==> src/hdl/spa_ram.sv <==
// Generic single-port-write, single-port-read RAM with registered read data.
module spa_ram #(
  parameter int unsigned Width = 8,
  parameter int unsigned Depth = 16
) (
  input  logic                     clk_i,
  input  logic                     we_i,
  input  logic [$clog2(Depth)-1:0] waddr_i,
  input  logic [Width-1:0]         wdata_i,
  input  logic                     re_i,
  input  logic [$clog2(Depth)-1:0] raddr_i,
  output logic [Width-1:0]         rdata_o
);

  logic [Width-1:0] mem_q [Depth];
  logic [Width-1:0] rdata_q;

  always_ff @(posedge clk_i) begin
    if (we_i) begin
      mem_q[waddr_i] <= wdata_i;
    end
    if (re_i) begin
      rdata_q <= mem_q[raddr_i];
    end
  end

  assign rdata_o = rdata_q;

endmodule

==> config.mk <==
export PLATFORM = sky130hd
export DESIGN_NAME = spa_ram
export DESIGN_NICKNAME = d
export VERILOG_FILES = /design/src/hdl/spa_ram.sv
export SDC_FILE = /design/constraint.sdc
export NUM_CORES = 1
export LEC_CHECK = 0
export ABC_AREA = 0
export BUFFER_PORTS_ARGS = -buffer_cell sky130_fd_sc_hd__clkbuf_2
export CORE_MARGIN = 2
export CORE_UTILIZATION = 60
export DETAILED_ROUTE_END_ITERATION = 8
export GPL_ROUTABILITY_DRIVEN = 0
export PLACE_DENSITY = 0.86
export SLEW_MARGIN = 0
export SYNTH_ARGS = -nofsm -noshare
export SYNTH_HDL_FRONTEND = slang
export SYNTH_SLANG_ARGS = --single-unit
==> constraint.sdc <==
create_clock -name clk_i -period 5.42 [get_ports clk_i]
set_input_delay 1.084 -clock clk_i [delete_from_list [all_inputs] [get_ports clk_i]]
set_output_delay 1.084 -clock clk_i [all_outputs]
set_load 0.1 [all_outputs]
* Word-level counts from Yosys, hierarchy flattened *
Memory sizes are Yosys's and may differ from the RTL's. A register that Yosys moved wholly into a read port is not among the register bits.
Cells that the tools add are included.

storage, ports and cells
  flip-flop bits (word level) = 0
  RAM bits = 128
  bits of input ports = 19
  output and inout port bits = 8
  word-level logic and storage cells = 3
  memories kept = 1

operators by class
  multiplexer cells = 2

memory list
  memory  depth  bits a word  rd ports  clocked after Yosys merged registers in  write ports  line  text
  mem_q   16     8            1         1                                        1            15    logic [Width-1:0] mem_q [Depth];

operator list
  operator  number
  $mux W1   2

* Depth between registers and ports, before layout *
  depth after elaboration = 2
  depth in mapped cells = 5
  gate-level depth less buffers = 3

* Worst setup path before layout *
Ideal clock, no wire load.

  path type = input to register
  from = in waddr_i[2]
  to = mem mem_q[0][0], enable pin
  setup time = 0.383 ns
  arrival time = 2.194 ns
  required time = 5.037 ns
  path slack = 2.843 ns
  stages = 2
  buffers on the path = 0
  cells stage by stage = or3b_2 -> nor3_1

RTL lines
  element             line  text
  start: declaration  8     input logic [$clog2(Depth)-1:0] waddr_i,
  end: declaration    15

No word-level cell before the write port.

==> results.md <==
- The run finished with clean final reports.
- The kind of capture point of the worst setup path is a flop.
- The hold slack is 0.753 ns.
- The repair_antennas step left the layout with diodes totalling 0.
- The starting utilization of the core area is roughly 60%.
- The initial antenna violation count is 0.
- The first-pass iteration count of the detailed router is 7.
- In this run the post-CTS setup repair buffer count came out at 0.
- Each instance of the synthesized netlist takes up on average about 23 um^2.
- The global-route wire length before repair is around 15000 um.
- The number of synthesized flops with an enable pin is 136.
- The antenna violation net count after detailed routing is 0.
- The critical-path maximum fanout is 32.
- The busiest layer in global routing is met2.
- After the last flow step, the layout net total stands at between 200 and 300.
- STA puts the critical path data arrival time at about 3 ns.
- After synthesis, the cell types taking the most area are edfxtp_1 78%, mux4_2 7.8%, mux4_1 7.0%, a22oi_1 2.3%, nor2_1 0.93%.
- The synthesis-to-layout area growth is 15.3%.
- Setup repair after global routing left no endpoint under its margin.
- The cell taking the most area after synthesis is edfxtp_1.
- Entering global routing, the biggest net connects 33 pins.
- The top cell type by area accounts for roughly four fifths of the synthesized area.
- The fraction of the yosys area taken by sequential cells is just under 80%.
- The chip height is roughly 97 um.
- The simple-gate area share of the yosys netlist is between 3 and 4%.
- Sorting the synthesized cells by how often they occur yields 136 x edfxtp_1, 18 x mux4_2, 16 x a22oi_1.
- In this run the cell area of the synthesized design comes to 5230 um^2.
- The I/O pin count is 27.
- The worst-case IR drop observed on VDD is around 0.31 mV.
- After clock tree synthesis, the repair step resized 0 gates.
- In the global route stage, met2 resource usage came out at approximately 34%.
- The die covers around 9500 um^2.
- The adder-cell area share of the yosys netlist is 0%.
- The placed instances occupy a cell area of between 5000 and 6000 um^2.
- The clock tree synthesis step divided the H-tree into 4 levels.
- The flip-flop and latch count after synthesis is around 140.
- The final hold violation count is 0.
- The die outline width is around 100 um.
- The share of cells above drive strength 1 is 28.6%.
- The commonest register cell after synthesis is edfxtp_1.
- The total length of routed wires is roughly 10000 um.
- The cell count after synthesis is 229.
- The number of core rows is 34.
- The area of the core region is 8590 um^2.
- For this design the ratio of total power to cell area is between 400 and 500 nW/um^2.
- The max-cap check violation count is 0.
- The dominant cell by count in the synthesized netlist is edfxtp_1.
- The post-route standard cell area excluding fillers is 6030 um^2.
- The kind of launch point of the worst setup path is an input pin.
- For the pin with the worst max-slew slack, the measured transition is 1.11 ns.
- For the worst setup path, the data required time is around 5.7 ns.
- In this run, post-CTS hold repair placed 0 buffers.
- The via density per instance is around 6.5.
- Prior to clock tree synthesis, the placed netlist has a worst setup slack of 2.03 ns.
- The distinct cell type count after synthesis is 18.
- The final route contains around 2500 vias.
- The final clock period utilization by the worst path is 50.6%.
- Global routing finished with a remaining overflow of 0.
- The count of unresolved DRC violations after routing is 0.
- The post-synthesis compound-gate area fraction is approximately 2.3%.
- The clock transition at the registers of the reported paths is about 0.07 ns.
- Global routing consumed, over all layers together, between 20% and 30% of the routing resources.
- The final core area utilization is between 70 and 80%.
- No sink is reached through more buffers than the 2 on the longest clock path.
- The met1 layer usage reported by global route is 33.6%.
- For this run, global-route usage on met3 was measured as about 8.6%.
- For the worst-skew pair, the clock arrives at the later sink with an insertion delay of between 0.5 and 0.6 ns.
- The proportion of synthesized flip-flops having asynchronous set or reset is 0%.
- The multiplexer fraction of the synthesized cell area is around 15%.
- The post-synth net total is about 250.
- The worst setup path is of the input pin to flop kind.
- The number of port buffers is 26.
- The number of buffers added by the clock tree synthesis step is 17.
- Summed over all cells, the static leakage comes to ~2.0 nW.
- The violation count after the first detailed-route iteration is 318.
- The TritonCTS sink count is about 140.
- The smallest setup slack after layout is ~2.7 ns.
- The highest attainable clock frequency is about 0.36 GHz.
- The TritonCTS clock tree is done.
- The worst pin sits at a relative slew slack of 25.8%.
- After Yosys synthesis, XOR and XNOR cells account for 0% of the synthesized area.
- The kind of path behind the tightest hold check is flop to flop.
- Setup violations remaining at the end of the flow were counted as 0.
- The number of warnings printed during yosys synthesis is 0.
- The clock root buffer is clkbuf_8.
- The clock tree skew after final layout is 0.00927 ns.
- The detailed-route wire length per cell is approximately 26 um.
- The setup TNS is 0 ns.
- The max-slew violation count is 0.
- The number of global-route vias before repair is 2528.
- The sum of net half-perimeters after detailed placement is ~5900 um.
- The minimum clock period is around 2.7 ns.
- After synthesis, the largest family of logic cells by area is multiplexers.
-- stage by stage --
stage / total power, mW / cells
2_1_floorplan: 1.31 / 229
3_3_place_gp: 1.34 / 356
3_5_place_dp: 1.35 / 356
4_1_cts: 2.48 / 388
5_1_grt: 2.54 / 388
6_report: 2.47 / 388
-- power by group --
part	internal, mW	switching (mW)	total, mW	leakage (nW)
Clock	0.701	0.435	1.14	0.282
Combinational	0.0411	0.0967	0.138	0.495
Sequential	1.19	0.00657	1.19	1.24
-- cell families after synthesis --
family / Yosys count
compound gates: 16
buf+inv: 10
flops: 136
mux: 32
simple gates: 35
-- final cells by class --
cell class	instances	area (um^2)
clock buffers	17	414
flip-flops and latches	136	4080
well taps	108	135
fillers	482	2570
multi-input cells	83	1060
repair buffers	29	153
clock inverters	15	179
-- layer usage --
layer | wire length, um | vias up | share of wire (%)
li1 | - | 1057 | -
met1 | 4140 | 1288 | 40
met2 | 4950 | 173 | 48
met3 | 951 | 20 | 9.3
met4 | 200 | 0 | 2.0
met5 | 0 | - | 0
-- placed cells by master, fill, tap and decap left out --
cell	instances
nor2b_1	1
nand2b_1	2
mux4_2	18
nand3_1	1
nand3b_1	2
nand2_1	9
clkinv_1	1
mux4_1	14
edfxtp_1	136
clkinv_2	2
clkinvlp_4	3
and2_1	1
clkinv_4	5
or3b_2	1
nor3_2	1
clkbuf_8	1
buf_4	3
clkbuf_2	26
clkbuf_16	16
a22oi_1	16
inv_6	1
nor3_1	3
nor2_1	13
and2b_1	1
bufinv_16	3
-- sequential cells by signal (all words and copies together), names as in the netlist --
| name | count |
|---|---|
| mem_q | 128 |
| rdata_o | 8 |
-- worst max-delay path, cell delays in order --
cell and delay, ns:
clkbuf_2 0.81, mux4_1 0.67, a22oi_1 0.31, nand2_1 0.12
-- worst paths after layout --
check | from | endpoint | slack, ns | depth (start not counted)
max | raddr_i[0] | rdata_o[5] | 2.68 | 4
min | mem_q[15][1] | rdata_o[1] | 0.75 | 3
max reg2reg | mem_q[0][5] | rdata_o[5] | 3.83 | 3
min reg2reg | mem_q[15][1] | rdata_o[1] | 0.75 | 3
Note: power is estimated with default switching activity, not from simulation.
